[src/hdl/mebs_pkg.sv]
`default_nettype none

package mebs_pkg;

  // field widths
  localparam int unsigned DIST_W     = 9;
  localparam int unsigned MOVE_W     = 3;
  localparam int unsigned CFG_IDX_W  = 2;
  localparam int unsigned LEFT_RUN_W = 3;

  // defaults
  localparam int unsigned STACK_DEPTH_DEF = 16;
  localparam int unsigned QUEUE_DEPTH     = 2;

  localparam logic [DIST_W-1:0] SIDE_OPEN_RST   = DIST_W'(15);
  localparam logic [DIST_W-1:0] FRONT_OPEN_RST  = DIST_W'(15);
  localparam logic [DIST_W-1:0] TOO_CLOSE_RST   = DIST_W'(5);
  localparam logic [DIST_W-1:0] FRONT_CLEAR_RST = DIST_W'(12);

  localparam logic [LEFT_RUN_W-1:0] LEFT_RUN_DONE = LEFT_RUN_W'(4);

  typedef enum logic [CFG_IDX_W-1:0] {
    CFG_SIDE_OPEN   = 2'd0,
    CFG_FRONT_OPEN  = 2'd1,
    CFG_TOO_CLOSE   = 2'd2,
    CFG_FRONT_CLEAR = 2'd3
  } cfg_idx_e;

  typedef enum logic [MOVE_W-1:0] {
    MOVE_FWD    = 3'd0,
    MOVE_LEFT   = 3'd1,
    MOVE_RIGHT  = 3'd2,
    MOVE_AROUND = 3'd3,
    MOVE_DONE   = 3'd4
  } move_e;

  typedef enum logic [1:0] {
    TAKEN_NONE     = 2'd0,
    TAKEN_STRAIGHT = 2'd1,
    TAKEN_RIGHT    = 2'd2,
    TAKEN_LEFT     = 2'd3
  } taken_e;

  // turns still to be tried at an intersection
  typedef struct packed {
    logic right;
    logic straight;
  } pend_t;

  typedef struct packed {
    taken_e taken;
    pend_t  pend;
  } stk_entry_t;

  // classified word handed from front to back
  typedef struct packed {
    logic left_open;
    logic straight_open;
    logic right_open;
    logic front_clear;
  } cls_t;

endpackage

`default_nettype wire

[src/hdl/maze_explore_backtrack_step.sv]
// maze explorer step: each input word carries left, front and right wall
// distances in cm, and each yields one output word with the move, a stack
// fault flag and the number of intersections on the stack. one word is taken
// and one delivered per clock cycle unless the output stalls; the accepting
// edge writes the classify queue, and the back end loads the output register
// as it takes the word. the rate is set by the back end, which reads the top
// stack entry from a registered port addressed by the next stack level, so a
// push or pop in one cycle is seen by the word in the next. the user must
// have the thresholds written through the cfg port only while no word is in
// flight; the block does not enforce it. no clearing pass is run after reset.
`default_nettype none

module maze_explore_backtrack_step #(
  parameter int unsigned STACK_DEPTH = mebs_pkg::STACK_DEPTH_DEF,
  parameter int unsigned LW          = $clog2(STACK_DEPTH + 1)
) (
  input  wire logic                           clk_i,
  input  wire logic                           rst_ni,
  // configuration
  input  wire logic                           cfg_we_i,
  input  wire logic [mebs_pkg::CFG_IDX_W-1:0] cfg_idx_i,
  input  wire logic [mebs_pkg::DIST_W-1:0]    cfg_data_i,
  // input words
  input  wire logic                           in_valid_i,
  output logic                                in_ready_o,
  input  wire logic [mebs_pkg::DIST_W-1:0]    left_cm_i,
  input  wire logic [mebs_pkg::DIST_W-1:0]    front_cm_i,
  input  wire logic [mebs_pkg::DIST_W-1:0]    right_cm_i,
  // output words
  output logic                                out_valid_o,
  input  wire logic                           out_ready_i,
  output logic [mebs_pkg::MOVE_W-1:0]         move_o,
  output logic                                stack_fault_o,
  output logic [LW-1:0]                       stack_level_o
);
  import mebs_pkg::*;

  cls_t cls_in, cls_out;
  logic q_valid, q_ready;

  // front: threshold registers and open/closed classification
  mebs_front u_front (
    .clk_i      (clk_i),
    .rst_ni     (rst_ni),
    .cfg_we_i   (cfg_we_i),
    .cfg_idx_i  (cfg_idx_i),
    .cfg_data_i (cfg_data_i),
    .left_cm_i  (left_cm_i),
    .front_cm_i (front_cm_i),
    .right_cm_i (right_cm_i),
    .cls_o      (cls_in)
  );

  // short queue decoupling classification from the stack engine
  mebs_queue u_queue (
    .clk_i        (clk_i),
    .rst_ni       (rst_ni),
    .push_valid_i (in_valid_i),
    .push_ready_o (in_ready_o),
    .push_data_i  (cls_in),
    .pop_valid_o  (q_valid),
    .pop_ready_i  (q_ready),
    .pop_data_o   (cls_out)
  );

  // back: explore / backtrack state, intersection stack, output register
  mebs_back #(
    .STACK_DEPTH (STACK_DEPTH),
    .LW          (LW)
  ) u_back (
    .clk_i         (clk_i),
    .rst_ni        (rst_ni),
    .cls_valid_i   (q_valid),
    .cls_ready_o   (q_ready),
    .cls_i         (cls_out),
    .out_valid_o   (out_valid_o),
    .out_ready_i   (out_ready_i),
    .move_o        (move_o),
    .stack_fault_o (stack_fault_o),
    .stack_level_o (stack_level_o)
  );

endmodule

`default_nettype wire

[src/hdl/mebs_front.sv]
`default_nettype none

module mebs_front (
  input  wire logic                         clk_i,
  input  wire logic                         rst_ni,
  input  wire logic                         cfg_we_i,
  input  wire logic [mebs_pkg::CFG_IDX_W-1:0] cfg_idx_i,
  input  wire logic [mebs_pkg::DIST_W-1:0]  cfg_data_i,
  input  wire logic [mebs_pkg::DIST_W-1:0]  left_cm_i,
  input  wire logic [mebs_pkg::DIST_W-1:0]  front_cm_i,
  input  wire logic [mebs_pkg::DIST_W-1:0]  right_cm_i,
  output mebs_pkg::cls_t                    cls_o
);
  import mebs_pkg::*;

  logic [DIST_W-1:0] side_open_q, front_open_q, too_close_q, front_clear_q;

  always_ff @(posedge clk_i or negedge rst_ni) begin
    if (!rst_ni) begin
      side_open_q   <= SIDE_OPEN_RST;
      front_open_q  <= FRONT_OPEN_RST;
      too_close_q   <= TOO_CLOSE_RST;
      front_clear_q <= FRONT_CLEAR_RST;
    end else if (cfg_we_i) begin
      unique case (cfg_idx_i)
        CFG_SIDE_OPEN:   side_open_q   <= cfg_data_i;
        CFG_FRONT_OPEN:  front_open_q  <= cfg_data_i;
        CFG_TOO_CLOSE:   too_close_q   <= cfg_data_i;
        CFG_FRONT_CLEAR: front_clear_q <= cfg_data_i;
        default: ;
      endcase
    end
  end

  // open above threshold, or below the too-close threshold; front clear only above its threshold
  always_comb begin
    cls_o.left_open     = (left_cm_i > side_open_q) || (left_cm_i < too_close_q);
    cls_o.straight_open = (front_cm_i > front_open_q) || (front_cm_i < too_close_q);
    cls_o.right_open    = (right_cm_i > side_open_q) || (right_cm_i < too_close_q);
    cls_o.front_clear   = front_cm_i > front_clear_q;
  end

endmodule

`default_nettype wire

[src/hdl/mebs_queue.sv]
`default_nettype none

module mebs_queue (
  input  wire logic           clk_i,
  input  wire logic           rst_ni,
  input  wire logic           push_valid_i,
  output logic                push_ready_o,
  input  wire mebs_pkg::cls_t push_data_i,
  output logic                pop_valid_o,
  input  wire logic           pop_ready_i,
  output mebs_pkg::cls_t      pop_data_o
);
  import mebs_pkg::*;

  localparam int unsigned QAW = $clog2(QUEUE_DEPTH);
  localparam int unsigned CW  = $clog2(QUEUE_DEPTH + 1);

  cls_t           slot_q [QUEUE_DEPTH];
  logic [QAW-1:0] wr_ptr_q, rd_ptr_q;
  logic [CW-1:0]  cnt_q;
  logic           do_push, do_pop;

  assign push_ready_o = cnt_q != CW'(QUEUE_DEPTH);
  assign pop_valid_o  = cnt_q != '0;
  assign pop_data_o   = slot_q[rd_ptr_q];
  assign do_push      = push_valid_i && push_ready_o;
  assign do_pop       = pop_valid_o && pop_ready_i;

  always_ff @(posedge clk_i or negedge rst_ni) begin
    if (!rst_ni) begin
      wr_ptr_q <= '0;
      rd_ptr_q <= '0;
      cnt_q    <= '0;
    end else begin
      if (do_push) wr_ptr_q <= wr_ptr_q + 1'b1;
      if (do_pop)  rd_ptr_q <= rd_ptr_q + 1'b1;
      if (do_push && !do_pop)      cnt_q <= cnt_q + 1'b1;
      else if (do_pop && !do_push) cnt_q <= cnt_q - 1'b1;
    end
  end

  always_ff @(posedge clk_i) begin
    if (do_push) slot_q[wr_ptr_q] <= push_data_i;
  end

endmodule

`default_nettype wire

[src/hdl/mebs_back.sv]
`default_nettype none

module mebs_back #(
  parameter int unsigned STACK_DEPTH = mebs_pkg::STACK_DEPTH_DEF,
  parameter int unsigned LW          = $clog2(STACK_DEPTH + 1)
) (
  input  wire logic                      clk_i,
  input  wire logic                      rst_ni,
  input  wire logic                      cls_valid_i,
  output logic                           cls_ready_o,
  input  wire mebs_pkg::cls_t            cls_i,
  output logic                           out_valid_o,
  input  wire logic                      out_ready_i,
  output logic [mebs_pkg::MOVE_W-1:0]    move_o,
  output logic                           stack_fault_o,
  output logic [LW-1:0]                  stack_level_o
);
  import mebs_pkg::*;

  localparam int unsigned AW = $clog2(STACK_DEPTH);

  logic                  bt_q, bt_d;
  logic                  fin_q, fin_d;
  logic [LEFT_RUN_W-1:0] run_q, run_d;
  logic [LW-1:0]         top_q, top_d, top_m1, rd_lvl;

  stk_entry_t            stk_mem [STACK_DEPTH];
  stk_entry_t            rd_q;
  stk_entry_t            wr_data;
  logic                  wr_en;
  logic [AW-1:0]         wr_addr, rd_addr;

  logic                  adv;
  move_e                 mv;
  logic                  fault;

  logic                  out_valid_q;
  logic [MOVE_W-1:0]     move_q;
  logic                  fault_q;
  logic [LW-1:0]         level_q;

  assign adv         = cls_valid_i && (!out_valid_q || out_ready_i);
  assign cls_ready_o = adv;
  assign top_m1      = top_q - 1'b1;

  always_comb begin
    bt_d    = bt_q;
    fin_d   = fin_q;
    run_d   = run_q;
    top_d   = top_q;
    mv      = MOVE_FWD;
    fault   = 1'b0;
    wr_en   = 1'b0;
    wr_addr = top_q[AW-1:0];
    wr_data = '{taken: TAKEN_NONE, pend: '0};
    if (adv) begin
      if (fin_q || run_q >= LEFT_RUN_DONE) begin
        fin_d = 1'b1;
        mv    = MOVE_DONE;
      end else if (!bt_q) begin
        if (cls_i.left_open) begin
          mv = MOVE_LEFT;
          if (run_q < LEFT_RUN_DONE) run_d = run_q + 1'b1;
          wr_data = '{taken: TAKEN_LEFT,
                      pend: '{right: cls_i.right_open, straight: cls_i.straight_open}};
        end else if (cls_i.right_open) begin
          mv      = MOVE_RIGHT;
          run_d   = '0;
          wr_data = '{taken: TAKEN_RIGHT, pend: '{right: 1'b0, straight: cls_i.straight_open}};
        end else begin
          run_d = '0;
          if (cls_i.front_clear) begin
            mv = MOVE_FWD;
          end else begin
            mv   = MOVE_AROUND;
            bt_d = 1'b1;
          end
        end
        // push on a turn, dropped when full
        if (cls_i.left_open || cls_i.right_open) begin
          if (top_q == LW'(STACK_DEPTH)) begin
            fault = 1'b1;
          end else begin
            wr_en = 1'b1;
            top_d = top_q + 1'b1;
          end
        end
      end else if (cls_i.left_open || cls_i.right_open) begin
        if (top_q == '0) begin
          fault = 1'b1;
          mv    = MOVE_FWD;
        end else begin
          wr_en   = 1'b1;
          wr_addr = top_m1[AW-1:0];
          wr_data = rd_q;
          unique case (rd_q.taken)
            TAKEN_LEFT: begin
              if (rd_q.pend.right) begin
                wr_data.taken         = TAKEN_RIGHT;
                wr_data.pend.right    = 1'b0;
                bt_d                  = 1'b0;
                mv                    = MOVE_FWD;
              end else if (rd_q.pend.straight) begin
                wr_data.taken = TAKEN_STRAIGHT;
                wr_data.pend  = '0;
                bt_d          = 1'b0;
                mv            = MOVE_LEFT;
              end else begin
                wr_data.taken = TAKEN_NONE;
                mv            = MOVE_RIGHT;
              end
            end
            TAKEN_RIGHT: begin
              top_d = top_m1;
              if (rd_q.pend.straight && !rd_q.pend.right) begin
                wr_data.taken = TAKEN_STRAIGHT;
                wr_data.pend  = '0;
                bt_d          = 1'b0;
                mv            = MOVE_RIGHT;
              end else begin
                wr_data.taken = TAKEN_NONE;
                mv            = MOVE_LEFT;
              end
            end
            default: begin
              top_d         = top_m1;
              wr_data.taken = TAKEN_NONE;
              mv            = MOVE_FWD;
            end
          endcase
        end
      end else begin
        mv = MOVE_FWD;
      end
    end
  end

  // read port tracks the entry under the next top, with write forwarding
  assign rd_lvl  = top_d - 1'b1;
  assign rd_addr = rd_lvl[AW-1:0];

  always_ff @(posedge clk_i) begin
    if (wr_en) stk_mem[wr_addr] <= wr_data;
    if (wr_en && (wr_addr == rd_addr)) rd_q <= wr_data;
    else                               rd_q <= stk_mem[rd_addr];
  end

  always_ff @(posedge clk_i or negedge rst_ni) begin
    if (!rst_ni) begin
      bt_q        <= 1'b0;
      fin_q       <= 1'b0;
      run_q       <= '0;
      top_q       <= '0;
      out_valid_q <= 1'b0;
    end else begin
      bt_q  <= bt_d;
      fin_q <= fin_d;
      run_q <= run_d;
      top_q <= top_d;
      if (adv)              out_valid_q <= 1'b1;
      else if (out_ready_i) out_valid_q <= 1'b0;
    end
  end

  always_ff @(posedge clk_i) begin
    if (adv) begin
      move_q  <= mv;
      fault_q <= fault;
      level_q <= top_d;
    end
  end

  assign out_valid_o   = out_valid_q;
  assign move_o        = move_q;
  assign stack_fault_o = fault_q;
  assign stack_level_o = level_q;

endmodule

`default_nettype wire

[config.mk]
export PLATFORM = sky130hd
export DESIGN_NAME = maze_explore_backtrack_step
export DESIGN_NICKNAME = d
export VERILOG_FILES = /design/src/hdl/mebs_pkg.sv /design/src/hdl/maze_explore_backtrack_step.sv /design/src/hdl/mebs_front.sv /design/src/hdl/mebs_queue.sv /design/src/hdl/mebs_back.sv
export SDC_FILE = /design/constraint.sdc
export NUM_CORES = 1
export LEC_CHECK = 0
export BUFFER_PORTS_ARGS = -buffer_cell sky130_fd_sc_hd__buf_2
export CORE_ASPECT_RATIO = 1.5
export CORE_MARGIN = 3
export CORE_UTILIZATION = 25
export CTS_BUF_LIST = sky130_fd_sc_hd__clkbuf_8 sky130_fd_sc_hd__clkbuf_16
export CTS_CLUSTER_SIZE = 24
export DETAILED_ROUTE_END_ITERATION = 8
export PLACE_DENSITY_LB_ADDON = 0.1
export SYNTH_ARGS = -nofsm -noshare
export SYNTH_HDL_FRONTEND = slang
export SYNTH_HIERARCHICAL = 1
export SYNTH_SLANG_ARGS = --single-unit
[constraint.sdc]
create_clock -name clk_i -period 2.9 [get_ports clk_i]
set_input_delay 0.58 -clock clk_i [delete_from_list [all_inputs] [get_ports clk_i]]
set_output_delay 0.58 -clock clk_i [all_outputs]
set_load 0.03 [all_outputs]
=== Yosys cells after proc, flatten, opt, wreduce, memory -nomap -nowiden ===
Memories as Yosys holds them, arrays and structs flattened. A register that Yosys moved wholly into a read port is not among the register bits.
Index checks and enable logic that the tools add are counted.

* Equal/unequal tests: 8
* Reduce and logical (&&, ||, !) cells: 28
* Bitwise logic cells: 2
* Order comparisons: 9
* Multiplexer cells: 69
* Add/subtract/negate cells: 8

{| class="wikitable"
|+ Operators with widths
! cell !! count
|-
| two-way mux 4 bit || 12
|-
| two-way mux 5 bit || 8
|-
| > comparator 9 bit || 4
|-
| two-way mux 1 bit || 30
|-
| less-than comparator 9 bit || 3
|-
| two-way mux 3 bit || 8
|-
| two-way mux 2 bit || 7
|-
| one-hot mux 2 bit (2 select lines) || 3
|-
| AND reduction 2 bit || 6
|-
| == test 2 bit (second input constant) || 4
|-
| logical AND 1 bit || 6
|-
| logical OR 1 bit || 6
|-
| nonzero test 2 bit || 3
|-
| adder 5 x 1 -> 5 bit (second input constant) || 1
|-
| == test 5 bit (second input constant) || 1
|-
| logical NOT 5 bit || 1
|-
| subtractor 5 x 1 -> 5 bit (second input constant) || 1
|-
| logical NOT 1 bit || 4
|-
| inequality test 2 bit (second input constant) || 2
|-
| AND reduction 4 bit || 1
|-
| subtractor 4 x 1 -> 4 bit (second input constant) || 1
|-
| adder 3 x 1 -> 3 bit (second input constant) || 1
|-
| greater-or-equal comparator 3 bit (second input constant) || 1
|-
| less-than comparator 3 bit (second input constant) || 1
|-
| 7 further kinds || 9
|}

* Logic and storage cells: 141
* Register bits: 60
* Bits in writable memories: 72
* Output and inout bits: 11
* Input bits: 43
* Memories kept: 2

{| class="wikitable"
|+ Memories
! memory !! depth !! width !! rd ports !! clocked after Yosys merged registers in !! write ports !! RTL line !! RTL
|-
| u_back.stk_mem || 16 || 4 || 1 || 1 || 1 || mebs_back.sv:27 || <nowiki>stk_entry_t stk_mem [STACK_DEPTH];</nowiki>
|-
| u_queue.slot_q || 2 || 4 || 1 || 0 || 1 || mebs_queue.sv:18 || <nowiki>cls_t slot_q [QUEUE_DEPTH];</nowiki>
|}

=== Logic depth before layout (Yosys ltp) ===
* Depth in word-level cells: 9
* Depth in mapped cells: 11
* Gate-level depth less buffers: 10

=== Hierarchy ===
Netlist, hierarchy kept.

{| class="wikitable"
|+ Modules (own cells, without submodules)
! module !! seq. area each (um2) !! times used !! area each (um2) !! cells an instance
|-
| mebs_back || 2547.4 || 1 || 4068.9 || 283
|-
| mebs_front || 915.9 || 1 || 2738.9 || 266
|-
| mebs_queue || 340.3 || 1 || 496.7 || 30
|}

=== Least setup slack after synthesis ===
Ideal clock, no wire load.

* Path type: register to register
* Start: register u_back.top_q[0]
* End: memory u_back/stk_mem[10][0] (netlist name), enable pin
* Clock period less this slack: 2.587 ns
* Path buffers: 1
* Stages on the path, launching flop included: 10
* Required time: 2.571 ns
* Library setup time: 0.329 ns
* Arrival: 2.258 ns
* Path slack: 0.313 ns
* Cells stage by stage: dfrtp_1 -> clkbuf_1 -> inv_1 -> ha_1 -> nor4b_1 -> nor2_1 -> nand2_1 -> a31oi_1 -> nand2b_1 -> nor2_1

* Word-level cells in the longest chain between the ends: 8
* Elaborated cells on any way between the ends: 17
* Those cells by class: add/sub (1); eq/ne (1); mux (14); reduce/logical (1)

{| class="wikitable"
|+ Ends and longest elaborated chain
! element !! RTL line !! RTL
|-
| start, declared || mebs_back.sv:25 || <nowiki>logic [LW-1:0] top_q, top_d, top_m1, rd_lvl;</nowiki>
|-
| start signal, assigned || mebs_back.sv:159 || <nowiki>top_q <= top_d;</nowiki>
|-
| branches (longest 8 deep; another with subtractor 5 x 1 -> 5 bit) || n/a ||
|-
| end, declared || mebs_back.sv:27 ||
|}

Parallel ways; which one is timed is not known.

=== Worst setup path after layout ===
* Start: register u_back.run_q[2]
* End: memory u_back/stk_mem[5][1] (netlist name), enable pin

* Word-level cells in the longest chain between the ends: 6
* Elaborated cells on any way between the ends: 8
* Those cells by class: order compare (1); mux (6); reduce/logical (1)

{| class="wikitable"
|+ Ends and longest elaborated chain
! element !! RTL line !! RTL
|-
| start, declared || mebs_back.sv:24 || <nowiki>logic [LEFT_RUN_W-1:0] run_q, run_d;</nowiki>
|-
| start signal, assigned || mebs_back.sv:158 || <nowiki>run_q <= run_d;</nowiki>
|-
| greater-or-equal comparator 3 bit (*) || mebs_back.sv:57 || <nowiki>if (fin_q || run_q >= LEFT_RUN_DONE) begin</nowiki>
|-
| logical OR 1 bit (*) || mebs_back.sv:57 ||
|-
| two-way mux 1 bit || mebs_back.sv:57 ||
|-
| two-way mux 1 bit || mebs_back.sv:56 || <nowiki>if (adv) begin</nowiki>
|-
| two-way mux 1 bit || mebs_back.sv:143 || <nowiki>if (wr_en) stk_mem[wr_addr] <= wr_data;</nowiki>
|-
| two-way mux 1 bit (not written as such) || mebs_back.sv:143 ||
|}

Every way passes the cells marked *; elsewhere a longest branch is shown, timed or not.

==> run metrics <==
LEAKAGE=3.51 nW; Final WS setup=0.238 ns; kind of critical path=register to register; FILL cells=2975; syn_nets=688; Worst-Margin Slew=1.12 ns; routability-driven placement congestion ratio=0.794; Chip Width=146 microns; GRT Total Usage=12.7%; data required time at the worst endpoint=2.99 ns; final setup fails=0; Post-Layout Cell Count=1063; DP HPWL=14700 microns; Syn. warnings=6; peak supply drop=0.000393 V; largest cells by area after synthesis=edfxtp_1 (33%), dfrtp_1 (13%), ha_1 (11%); hold crit path type=input pin to asynchronous set/reset pin; Worst setup EP type=register; Clock Tree Buf Depth=2; CP max stage delay=0.42 ns; Post-Place Setup Slack=0.230 ns; via/cell ratio=4.54; mux cell area share after synthesis=10.8%; starting DRC count in detailed routing=231; sequential area share after synthesis=52.1%; adder-cell area share of the yosys netlist=11.3%; Reg2Reg Depth=8; CTS tree=built; main combinational cell family by area after synthesis=adder cells; Final #Nets=769; final WL=18900 microns; first-pass GRT wire length=30400 microns; placed cell count=1031; Max Clock Skew=0.00741 ns; share of post-route cells with drive strength above 1=28.1%; Async SR Flop Fraction=37.5%; Critical-path top delay cell=dfrtp_1; core area=28700 sq um; Synth Cell Area=7300 sq um; Slew Viols, Final=0; Final Hold Viols=0; root buffer cell=clkbuf_16; setup slack, reg-to-reg=0.24 ns; Reg clk slew, reported paths=0.06 ns; CTS hold repair buffers=0; Vias=4831; status=finished, final reports clean; Cell Chain, Critical Path=or2_1 > or3_1 > nor2_2 > o21ai_1 > o21ai_1 > o21a_1 > nand2_1 > nor2_1; drt pass-1 iters=5; H-Tree Level Count=4; buffers added on ports=53; Layout area overhead=19.8%; TritonCTS buffer count=17; ys flop type=edfxtp_1; Simple-Gate Fraction of Synth Area=10.8%; Sink Count=136; relative slew slack=25.2%; Final ANT Viol Nets=0; utilization after layout=30.5%; Post-DP Area=8160 sq um; standard-cell rows=76; number of synthesized flops with an enable pin=81; multi-input combinational cell area=3210 sq um; largest net degree at the start of global routing=29; Initial Utilization=25.4%; CP startpoint kind=register; crit share post-route=91.8%; hold slack final=0.183 ns; crit-path most repeated cell=o21ai_1; area leader, netlist=edfxtp_1; Synth Register Bits=136; register area=3800 sq um; die footprint=31300 sq um; Cell variety after synth=72; Chip Height=215 microns; number of global-route vias before repair=5294; n_diodes=0; antenna violations before repair=1; Clock Latency Late Sink=0.42 ns; crit path max fanout=6; # Max-Cap Violations=0; I/O Pins=54; post-route cell area=8750 sq um; routed length per instance=17.8 microns; total gr overflow=0; DRC Markers=0; compound-gate portion of the synthesized area=9.88%; Post-Synth XOR/XNOR Area=1.20%; Post-Synthesis Cells=579; post-synth top area share=33.3%; syn_area_per_cell=12.6 sq um; RSZ-0062 raised after global routing=yes; arrival time at the worst endpoint=2.75 ns; Max Freq=376 MHz; PwrDens=891 nW/um^2; min Tclk post-route=2.66 ns
cell usage in the layout, fill, tap and decap left out, drive strengths merged, types with 4 or more instances in the layout:
master / n
mux2: 32
nand2: 38
a31oi: 6
nor2: 44
dfrtp: 39
o21ai: 29
a32o: 4
edfxtp: 81
xor2: 4
nand3: 8
a21o: 5
inv: 55
xnor2: 6
a21oi: 29
nand2b: 5
dfstp: 12
nor2b: 7
and4: 4
nand3b: 4
and3: 5
dfxtp: 4
clkbuf: 17
nor3: 9
mux4: 18
nand4: 8
o211ai: 5
buf: 78
ha: 66
a211oi: 8
cell usage after synthesis, drive strengths merged, types with 12 or more instances:
master and n:
nand2 38, mux2 32, nor2 44, o21ai 29, ha 66, dfstp 12, edfxtp 81, inv 47
mux4 18, a21oi 29, dfrtp 39
critical path, delay by kind of cell (launching register included):
kind            cells  cell delay (ns)
flops               1             0.42
simple gates        5             1.44
compound gates      3             0.47
area by class of cell:
| class | instances | area share, % |
|---|---|---|
| Sequential cell | 136 | 43.5 |
| Multi-Input combinational cell | 380 | 36.7 |
| Tap cell | 390 | 5.58 |
| Timing Repair Buffer | 78 | 5.46 |
| Clock buffer | 17 | 4.86 |
| Inverter | 47 | 2.02 |
| Clock inverter | 15 | 1.87 |
stage by stage:
step	TNS, ns	power, mW
final	0	7.80
after global routing	-0.185	8.34
after CTS	0	7.93
after detailed placement	0	5.70
after global placement	0	5.68
after floorplan	0	4.81
kinds of logic after synthesis:
kind of cell | after synthesis
XOR/XNOR | 10
AND/OR/NAND/NOR | 144
multiplexers | 50
AO/OA/AOI/OAI | 110
flip-flops | 136
buffers and inverters | 63
adder cells (fa/ha/maj) | 66
per-layer routing:
metal  track usage, %  vias to the layer above  part of all wire [%]
li1                 -                     2345                     -
met1             13.0                     2370                    37
met2             24.7                       91                    57
met3             3.02                       23                   3.3
met4             4.66                        2                   2.2
met5                0                        -                 0.037
report_power, final:
group          switching [mW]  total (mW)  internal [mW]
logic                    1.69        2.94           1.24
clock network           0.884        2.17           1.28
registers               0.233        2.69           2.46
total                    2.81        7.80           4.99
worst paths after layout:
kind	from	endpoint
worst min-delay path	rst_ni	u_queue/cnt_q[0]$_DFFE_PN0P_
worst max register to register	u_back/run_q[2]$_DFFE_PN0P_	u_back/stk_mem[5][1]$_DFFE_PP_
worst min register to register	u_back/fin_q$_DFFE_PN0P_	u_back/fin_q$_DFFE_PN0P_
max in group asynchronous	rst_ni	u_front/side_open_q[0]$_DFFE_PN1P_
min in group clk_i	cfg_data_i[5]	u_front/side_open_q[5]$_DFFE_PN0P_
worst max-delay path	u_back/run_q[2]$_DFFE_PN0P_	u_back/stk_mem[5][1]$_DFFE_PP_
repair_timing:
| action | in CTS | in global routing |
|---|---|---|
| buffers inserted | 0 | 0 |
| endpoints found under the setup margin | 0 | 12 |
| gates resized for setup | 0 | 1 |
registers in the layout, summed over array words and instances (netlist names), 2 cells and up, named ones only:
register               flops
u_back/stack_level_o       5
u_front/front_clear_q      9
u_front/side_open_q        9
u_queue/cnt_q              2
u_back/run_q               3
u_back/move_o              3
u_back/stk_mem            64
u_front/front_open_q       9
u_front/too_close_q        9
u_back/top_q               5
u_queue/slot_q             8
(Power assumes the default switching activity.)
